**src/rtl/dfb_pkg.sv**
```systemverilog
// Shared constants, stream widths, action codes and controller/datapath links
// for the display frame buffer. No dependencies.
`default_nettype none
package dfb_pkg;

    localparam int PAGE_COUNT   = 8;
    localparam int COLUMN_COUNT = 128;
    localparam int STORE_SIZE   = PAGE_COUNT * COLUMN_COUNT;
    localparam int LINE_COUNT   = PAGE_COUNT * 8;

    localparam int ADDR_W = $clog2(STORE_SIZE);
    localparam int CNT_W  = ADDR_W + 1;
    localparam int COL_W  = $clog2(COLUMN_COUNT);
    localparam int PG_W   = (PAGE_COUNT > 1) ? $clog2(PAGE_COUNT) : 1;

    // Input and output stream widths
    localparam int IN_TDATA_W  = 56;
    localparam int IN_TUSER_W  = 3;
    localparam int OUT_TDATA_W = 24;
    localparam int OUT_TUSER_W = 2;

    typedef enum logic [2:0] {
        ACT_WRITE    = 3'd0,
        ACT_AND      = 3'd1,
        ACT_OR       = 3'd2,
        ACT_PIXEL    = 3'd3,
        ACT_CLR_PAGE = 3'd4,
        ACT_ROTATE   = 3'd5,
        ACT_CLR_ALL  = 3'd6,
        ACT_DRAIN    = 3'd7
    } dfb_action_t;

    typedef struct packed {
        logic capture;     // take the input item and issue its first read
        logic cnt_inc;     // advance the sweep counter
        logic sweep_zero;  // write zero at the sweep address
        logic sweep_all;   // sweep covers the whole store, not one page
        logic rot_step;    // one step of the page rotation
        logic rot_last;    // write the saved first byte to the last column
        logic finish;      // apply the item's update and load the result
    } dfb_cmd_t;

    typedef struct packed {
        logic cnt_page_last;
        logic cnt_all_last;
        logic out_free;
    } dfb_status_t;

endpackage
`default_nettype wire

```
**src/rtl/dfb_ctrl.sv**
```systemverilog
// Sequencing state machine for the display frame buffer: reset clearing
// pass, byte operations, page sweeps and rotation. Uses dfb_pkg.
`default_nettype none
module dfb_ctrl (
    input  wire logic                 clk,
    input  wire logic                 rst_n,
    input  wire logic                 in_valid,
    input  wire dfb_pkg::dfb_action_t in_action,
    output logic                      in_ready,
    input  wire dfb_pkg::dfb_status_t status,
    output dfb_pkg::dfb_cmd_t         cmd
);
    import dfb_pkg::*;

    typedef enum logic [2:0] {
        S_INIT,
        S_IDLE,
        S_CLR_PAGE,
        S_CLR_ALL,
        S_ROT,
        S_ROT_LAST,
        S_FINISH
    } state_t;

    state_t state_reg;
    state_t state_next;

    always_ff @(posedge clk or negedge rst_n)
    begin
        if (!rst_n)
        begin
            state_reg <= S_INIT;
        end
        else
        begin
            state_reg <= state_next;
        end
    end

    assign in_ready = (state_reg == S_IDLE);

    always_comb
    begin
        state_next = state_reg;
        cmd        = '0;
        unique case (state_reg)
            S_INIT:
            begin
                cmd.sweep_zero = 1'b1;
                cmd.sweep_all  = 1'b1;
                cmd.cnt_inc    = 1'b1;
                if (status.cnt_all_last)
                begin
                    state_next = S_IDLE;
                end
            end
            S_IDLE:
            begin
                if (in_valid)
                begin
                    cmd.capture = 1'b1;
                    unique case (in_action)
                        ACT_CLR_PAGE: state_next = S_CLR_PAGE;
                        ACT_ROTATE:   state_next = S_ROT;
                        ACT_CLR_ALL:  state_next = S_CLR_ALL;
                        default:      state_next = S_FINISH;
                    endcase
                end
            end
            S_CLR_PAGE:
            begin
                cmd.sweep_zero = 1'b1;
                cmd.cnt_inc    = 1'b1;
                if (status.cnt_page_last)
                begin
                    state_next = S_FINISH;
                end
            end
            S_CLR_ALL:
            begin
                cmd.sweep_zero = 1'b1;
                cmd.sweep_all  = 1'b1;
                cmd.cnt_inc    = 1'b1;
                if (status.cnt_all_last)
                begin
                    state_next = S_FINISH;
                end
            end
            S_ROT:
            begin
                cmd.rot_step = 1'b1;
                cmd.cnt_inc  = 1'b1;
                if (status.cnt_page_last)
                begin
                    state_next = S_ROT_LAST;
                end
            end
            S_ROT_LAST:
            begin
                cmd.rot_last = 1'b1;
                state_next   = S_FINISH;
            end
            S_FINISH:
            begin
                // hold until the result register is free
                if (status.out_free)
                begin
                    cmd.finish = 1'b1;
                    state_next = S_IDLE;
                end
            end
            default:
            begin
                state_next = S_IDLE;
            end
        endcase
    end

endmodule
`default_nettype wire

```
**config.mk**
```make
export PLATFORM = sky130hd
export DESIGN_NAME = dfb_ctrl
export DESIGN_NICKNAME = d
export VERILOG_FILES = /design/src/rtl/dfb_pkg.sv /design/src/rtl/dfb_ctrl.sv
export SDC_FILE = /design/constraint.sdc
export NUM_CORES = 1
export LEC_CHECK = 0
export ABC_AREA = 1
export BUFFER_PORTS_ARGS = -buffer_cell sky130_fd_sc_hd__buf_2
export CAP_MARGIN = 20
export CORE_AREA = 4 4 41 43
export DETAILED_ROUTE_END_ITERATION = 7
export DIE_AREA = 0 0 45 47
export PLACE_DENSITY_LB_ADDON = 0.12
export SLEW_MARGIN = 20
export SYNTH_ARGS = -nofsm -noshare
export SYNTH_HDL_FRONTEND = slang
export SYNTH_SLANG_ARGS = --single-unit
export TNS_END_PERCENT = 20
```
**constraint.sdc**
```tcl
create_clock -name clk -period 3.16 [get_ports clk]
set_input_delay 0.474 -clock clk [delete_from_list [all_inputs] [get_ports clk]]
set_output_delay 0.474 -clock clk [all_outputs]
set_load 0.05 [all_outputs]
```
Yosys cells after proc, flatten, opt, wreduce, memory -nomap -nowiden
Cells that the tools add are included.

Reductions and logical operators: 5. Muxes and demuxes: 17. Equality and inequality tests: 15.

Operator list (count): $pmux W3 S7 (1); $eq A3 B3 Y1 const B (6); $mux W3 (6); $ne A2 B2 Y1 const B (6); $mux W1 (9); $pmux W3 S3 (1); $eq A3 B2 Y1 const B (2); $reduce_and A6 Y1 (1); $reduce_or A4 Y1 (1); $eq A3 B1 Y1 const B (1); $logic_not A3 Y1 (1); $reduce_or A3 Y1 (1); $reduce_or A2 Y1 (1).

Output and inout port bits: 8. Input port bits: 9. Register bits after elaboration: 3. Logic and storage cells: 38.

Logic depth before layout (Yosys ltp)
Gate-level depths: netlist of run 1.

Word-level depth: 4. Mapped depth: 8.

Least setup slack after synthesis of run 1
OpenSTA, ideal clock, no wires.

Path type: reg-to-output. From: register state_reg[1]. To: output port cmd[3] in the netlist's numbering. Required time: 2.686 ns. Data arrival time: 1.439 ns. Setup slack: 1.247 ns. Stages on the path, launching flop included: 5. Cells stage by stage: dfrtp_1 > buf_6 > nor2_2 > inv_1 > a21oi_1.

RTL lines: from (decl) (line dfb_ctrl.sv:25) `state_t state_reg;`; from (signal assigned) (line dfb_ctrl.sv:36) `state_reg <= state_next;`; to (decl) (line dfb_ctrl.sv:11) `output dfb_pkg::dfb_cmd_t cmd`.

==> reports/metrics.csv, run 1 <==
metric;value;unit
I/O Buffers;16;
TritonCTS clock tree;yes;
Post-Synth Simple-Gate Area;0.5831;
die area;2115;um2
gr usage total;0.08465;
initial antenna violation count;0;
largest family of logic cells by synthesized area;simple AND/OR/NAND/NOR gates;
Die Ht;47;um
vias per inst;4.310;
Synth top area share;0.1881;
first-pass GRT wire length;1.380;mm
DRC;0;
yosys warns;0;
max reg flops;3;
max-cap violation count;0;
Final #Nets;95;
cell area after synthesis;399.1;um2
Yosys reg bits;3;
fraction of layout cells with a size suffix above 1;0.3647;
CTS Buffer Depth;2;
Post-CTS Resized;0;
DR vias;431;
critical path startpoint category;register;
WP data required;2.69;ns
area added between synthesis and finish;25.71;%
final hold violations;0;
post-route setup TNS;0;ns
Worst-path clk slew;0.03;ns
Post-Route WL;840;um
Tcrit/Tclk final;0.5912;
outcome;finished clean;
largest area contributor in the netlist;dfrtp_1;
sequential element share of the synthesized area;0.1881;
Skew-Pair Late Insertion Delay;0.22;ns
fmax;0.5353;GHz
Worst Hold Class;input port to async pin;
worst-margin pin slew;0.4154;ns
hpwl dp;714.6;um
R2R depth;7;
Adder-Cell Fraction of Synth Area;0;
diode count;0;
Overflow after GRT;0;
sinks on the clock net;3;
placer congestion estimate;0.7505;
WP buf/inv;2;
CP Cell Sequence;nor2_2 > inv_1 > a21oi_1 > buf_2;
Final setup viols;0;
CP arrival;1.39;ns
Final ANT Viol Nets;0;
vias in the first global route;344;
Distinct cells, synth;15;
xor and xnor area share after synthesis;0;
CP Depth;4;
Slew HR;0.7230;
Setup CP Type;register to output port;
number of top-level pins;17;
clock root cell;clkbuf_4;
Fill cells;154;
maximum level of the CTS H-tree;1;
Max Slew Vio Count;0;
Avg WL per Cell;8.400;um
Worst path max stage delay;0.50;ns
# rows;13;
core area;1301;um2
Die Wd;45;um
pin count of the biggest net entering global routing;10;
RSZ-0062 raised after global routing;false;
Pre-antenna DRT Iters;4;
crit path max fanout;9;
hold buffers post-CTS;0;
Post-CTS Setup Bufs;0;
DR iter-0 viols;12;
Worst R2R Setup Slack;1.85;ns
Crit path max-delay family;flip-flops;
complex-gate fraction of the synthesized area;0.03762;
synth top area cells;dfrtp_1 19%, nand2_1 18%, nand3_1 14%, inv_1 10%, nand3_2 7.5%;
Num CTS Buffers;3;
Initial Util;0.3067;
slowest cell on the critical path;dfrtp_1;
skew final;0.0006939;ns
Tmin final;1.868;ns
Worst Setup End Kind;output port;
Syn Area/Cell;5.957;um2
Post-Syn Instances;67;
post-synthesis mux area share;0;
syn_nets;76;
## kinds of logic (layout without fill, tap and decap cells)
group                  count (synthesis)  count (layout)
AOI/OAI and AO/OA                      3               3
buffers and inverters                 15              33
and+or+nand+nor                       46              46
DFF                                    3               3
## layout make-up
| class | instances | area, um2 | area share |
|---|---|---|---|
| Multi-Input combinational cell | 49 | 247.7 | 0.4938 |
| Clock buffer | 4 | 26.28 | 0.05237 |
| Tap cell | 15 | 18.77 | 0.03741 |
| Sequential cell | 3 | 75.07 | 0.1496 |
| Inverter | 13 | 53.80 | 0.1072 |
| Timing Repair Buffer | 16 | 80.08 | 0.1596 |
## path summary, 6_finish.rpt
check | startpoint | endpoint
max | state_reg[1] | cmd[3]
min | rst_n | state_reg[0]
max reg2reg | state_reg[2] | state_reg[0]
min reg2reg | state_reg[0] | state_reg[0]
max in group asynchronous | rst_n | state_reg[1]
min in group clk | in_action[1] | state_reg[0]
## per-stage QoR
stage          hold slack [ns]  instance area (um2)    util  cells  setup WS (ns)
2_1_floorplan           0.1784                399.1       -     67          1.247
3_3_place_gp            0.2696                475.5  0.3654     96          1.503
3_5_place_dp            0.2707                475.5  0.3654     96          1.529
4_1_cts                0.03115                501.7  0.3856    100          1.278
5_1_grt                0.03068                501.7  0.3856    100          1.177
6_report               0.03401                501.7  0.3856    100          1.292
## Yosys cell counts
cell type  instances
inv_2              1
nand2_2            1
nand2_1           19
nor2_1             6
o21ai_0            1
dfrtp_1            3
inv_1             11
nor2_4             2
nand3_2            3
nor2_2             4
inv_6              1
buf_6              2
o21ai_1            1
nand3_1           11
a21oi_1            1
## cells in the final DEF (no fill, tap or decap), drive strengths merged
| cell | Yosys | layout |
|---|---|---|
| clkbuf | 0 | 4 |
| a21oi | 1 | 1 |
| nand3 | 14 | 14 |
| nor2 | 12 | 12 |
| buf | 2 | 16 |
| o21ai | 2 | 2 |
| dfrtp | 3 | 3 |
| nand2 | 20 | 20 |
| inv | 13 | 13 |
## layer usage
metal  global-route usage  wire (um)
met4              0.01754          0
met5                    0          0
met2               0.1356        390
met3              0.01916         53
met1               0.1164        396
Power of run 1 is not shown: default switching activity piles up to over one toggle a cycle in this logic, so the estimate is an artifact.
==> run 2: changes to the inputs <==
--- a/config.mk
+++ b/config.mk
@@ -5,7 +5,7 @@
 export SDC_FILE = /design/constraint.sdc
 export NUM_CORES = 1
 export LEC_CHECK = 0
-export ABC_AREA = 1
+export ABC_AREA = 0
 export BUFFER_PORTS_ARGS = -buffer_cell sky130_fd_sc_hd__buf_2
 export CAP_MARGIN = 20
 export CORE_AREA = 4 4 41 43
==> constraint.sdc (replaced) <==
create_clock -name clk -period 1.6 [get_ports clk]
set_input_delay 0.24 -clock clk [delete_from_list [all_inputs] [get_ports clk]]
set_output_delay 0.24 -clock clk [all_outputs]
set_load 0.05 [all_outputs]
==> reports/metrics.csv, run 2 <==
metric;value;unit
outcome;finished clean;
Max Slew Vio Count;0;
most common cell after layout, fill and taps aside;buf_2;
DR iter-0 viols;4;
Worst Setup End Kind;output port;
# rows;13;
LEAKAGE;0.2373;nW
commonest cells after routing, fill and taps aside;13 x buf_2, 8 x buf_4, 3 x nor2b_1, 3 x clkbuf_4, 3 x dfrtp_2;
Worst path max stage delay;0.45;ns
Tcrit/Tclk final;0.9509;
worst hold path stage count;2;
Avg WL per Cell;11.68;um
R2R depth;5;
placer congestion estimate;0.6932;
critical path startpoint category;register;
Post-Syn Instances;37;
RSZ-0062 raised after global routing;true;
final instance area;501.7;um2
Tmin final;1.521;ns
slowest cell on the critical path;dfrtp_2;
core area;1301;um2
max-cap violation count;0;
gr usage total;0.09091;
Most used DFF post-synth;dfrtp_1;
Yosys reg bits;3;
sinks on the clock net;3;
maximum vdd ir drop;0.0005490;V
TritonCTS clock tree;yes;
vias in the first global route;331;
Die Ht;47;um
crit path max fanout;8;
DP Area;425.4;um2
worst-margin pin slew;0.5283;ns
Die Wd;45;um
pin count of the biggest net entering global routing;16;
die area;2115;um2
area added between synthesis and finish;54.83;%
CP arrival;1.28;ns
Non-Filler Instances;75;
EDFF count, synth;0;
Distinct cells, synth;26;
largest area contributor in the netlist;dfrtp_1;
Synth top area share;0.2317;
Slew HR;0.6387;
Async SR Flop Fraction;1.000;
CP Cell Sequence;buf_4 > nor3b_2 > buf_2;
clock root cell;clkbuf_4;
Syn Area/Cell;8.758;um2
Worst Hold Class;input port to register;
DR vias;350;
Overflow after GRT;0;
cell area after synthesis;324.1;um2
Final setup viols;0;
sequential element share of the synthesized area;0.2317;
Pre-antenna DRT Iters;3;
Skew-Pair Late Insertion Delay;0.24;ns
most numerous cell in the Yosys netlist;nor2b_1;
fmax;0.6573;GHz
skew final;0.001069;ns
post-route setup TNS;0;ns
initial antenna violation count;0;
Util after Layout;0.3856;
top post-synthesis cells by count;4 x nor2b_1, 3 x dfrtp_1, 3 x nor2_1;
total power per unit cell area;2537;nW/um2
WP data required;1.36;ns
first-pass GRT wire length;1.352;mm
diode count;0;
Final #Nets;70;
Post-Route WL;876;um
I/O Buffers;16;
Worst-path clk slew;0.04;ns
Final ANT Viol Nets;0;
Setup CP Type;register to output port;
maximum level of the CTS H-tree;1;
post-placement cell count;67;
fraction of layout cells with a size suffix above 1;0.5667;
syn_nets;46;
max reg flops;3;
vias per inst;4.667;
number of top-level pins;17;
yosys warns;0;
CTS Buffer Depth;2;
final hold violations;0;
DRC;0;
Num CTS Buffers;3;
hpwl dp;660.6;um
overall power;1.273;mW
synth top area cells;dfrtp_1 23%, nor2b_1 7.7%, nor4b_4 7.3%, a221oi_2 4.6%, and2_1 3.9%;
Fill cells;152;
Initial Util;0.2490;
[run 2: repair_timing]
item	4_1_cts	5_1_grt
endpoints found under the hold margin	3	0
resized for setup	5	4
endpoints found under the setup margin	5	7
hold buffers	1	0
setup buffers	0	3
[run 2: worst paths after layout]
check	startpoint	to	slack, ns
setup reg to reg	state_reg[1]	state_reg[0]	0.17
min in group asynchronous	rst_n	state_reg[1]	0.32
setup / recovery	state_reg[0]	cmd[2]	0.08
max in group asynchronous	rst_n	state_reg[0]	1.16
hold reg to reg	state_reg[0]	state_reg[2]	0.58
hold / removal	in_valid	state_reg[2]	0.26
[run 2: cell families after synthesis]
| family | Yosys count | share of synthesized area |
|---|---|---|
| mux | 2 | 0.06564 |
| flops | 3 | 0.2317 |
| buf+inv | 5 | 0.09649 |
| simple gates | 17 | 0.3591 |
| compound gates | 10 | 0.2471 |
[run 2: cell type report]
cell class,instances,area (um2),share of cell area
multi-input combinational,29,227.7,0.4539
timing repair buffer,23,146.4,0.2918
sequential,3,78.83,0.1571
clock buffer,4,26.28,0.05237
tap,15,18.77,0.03741
inverter,1,3.754,0.007481
[run 2: critical path, delay by kind of cell (launching register included)]
family,cells,cell delay [ns]
buf+inv,2,0.45
flops,1,0.45
simple gates,1,0.15
[run 2: report_power, final]
part	switching (mW)	internal, mW
registers	0.104	0.125
clock network	0.0421	0.0936
logic	0.561	0.346
[run 2: per-stage QoR]
step	hold slack, ns	setup WS (ns)
finish	0.2624	0.07864
global route	0.2536	-0.01657
CTS	0.2577	0.004041
detailed placement	0.03888	0.1204
global placement	0.03886	0.1229
floorplan	-0.05559	-0.4343
[run 2: per-layer routing]
metal | track usage | vias up | part of all wire
met5 | 0 | - | 0
met4 | 0.1053 | 0 | 0.032
met3 | 0 | 3 | 0.062
met2 | 0.1441 | 11 | 0.51
met1 | 0.1048 | 155 | 0.40
li1 | - | 181 | -
Note: power is estimated with default switching activity, not from simulation.
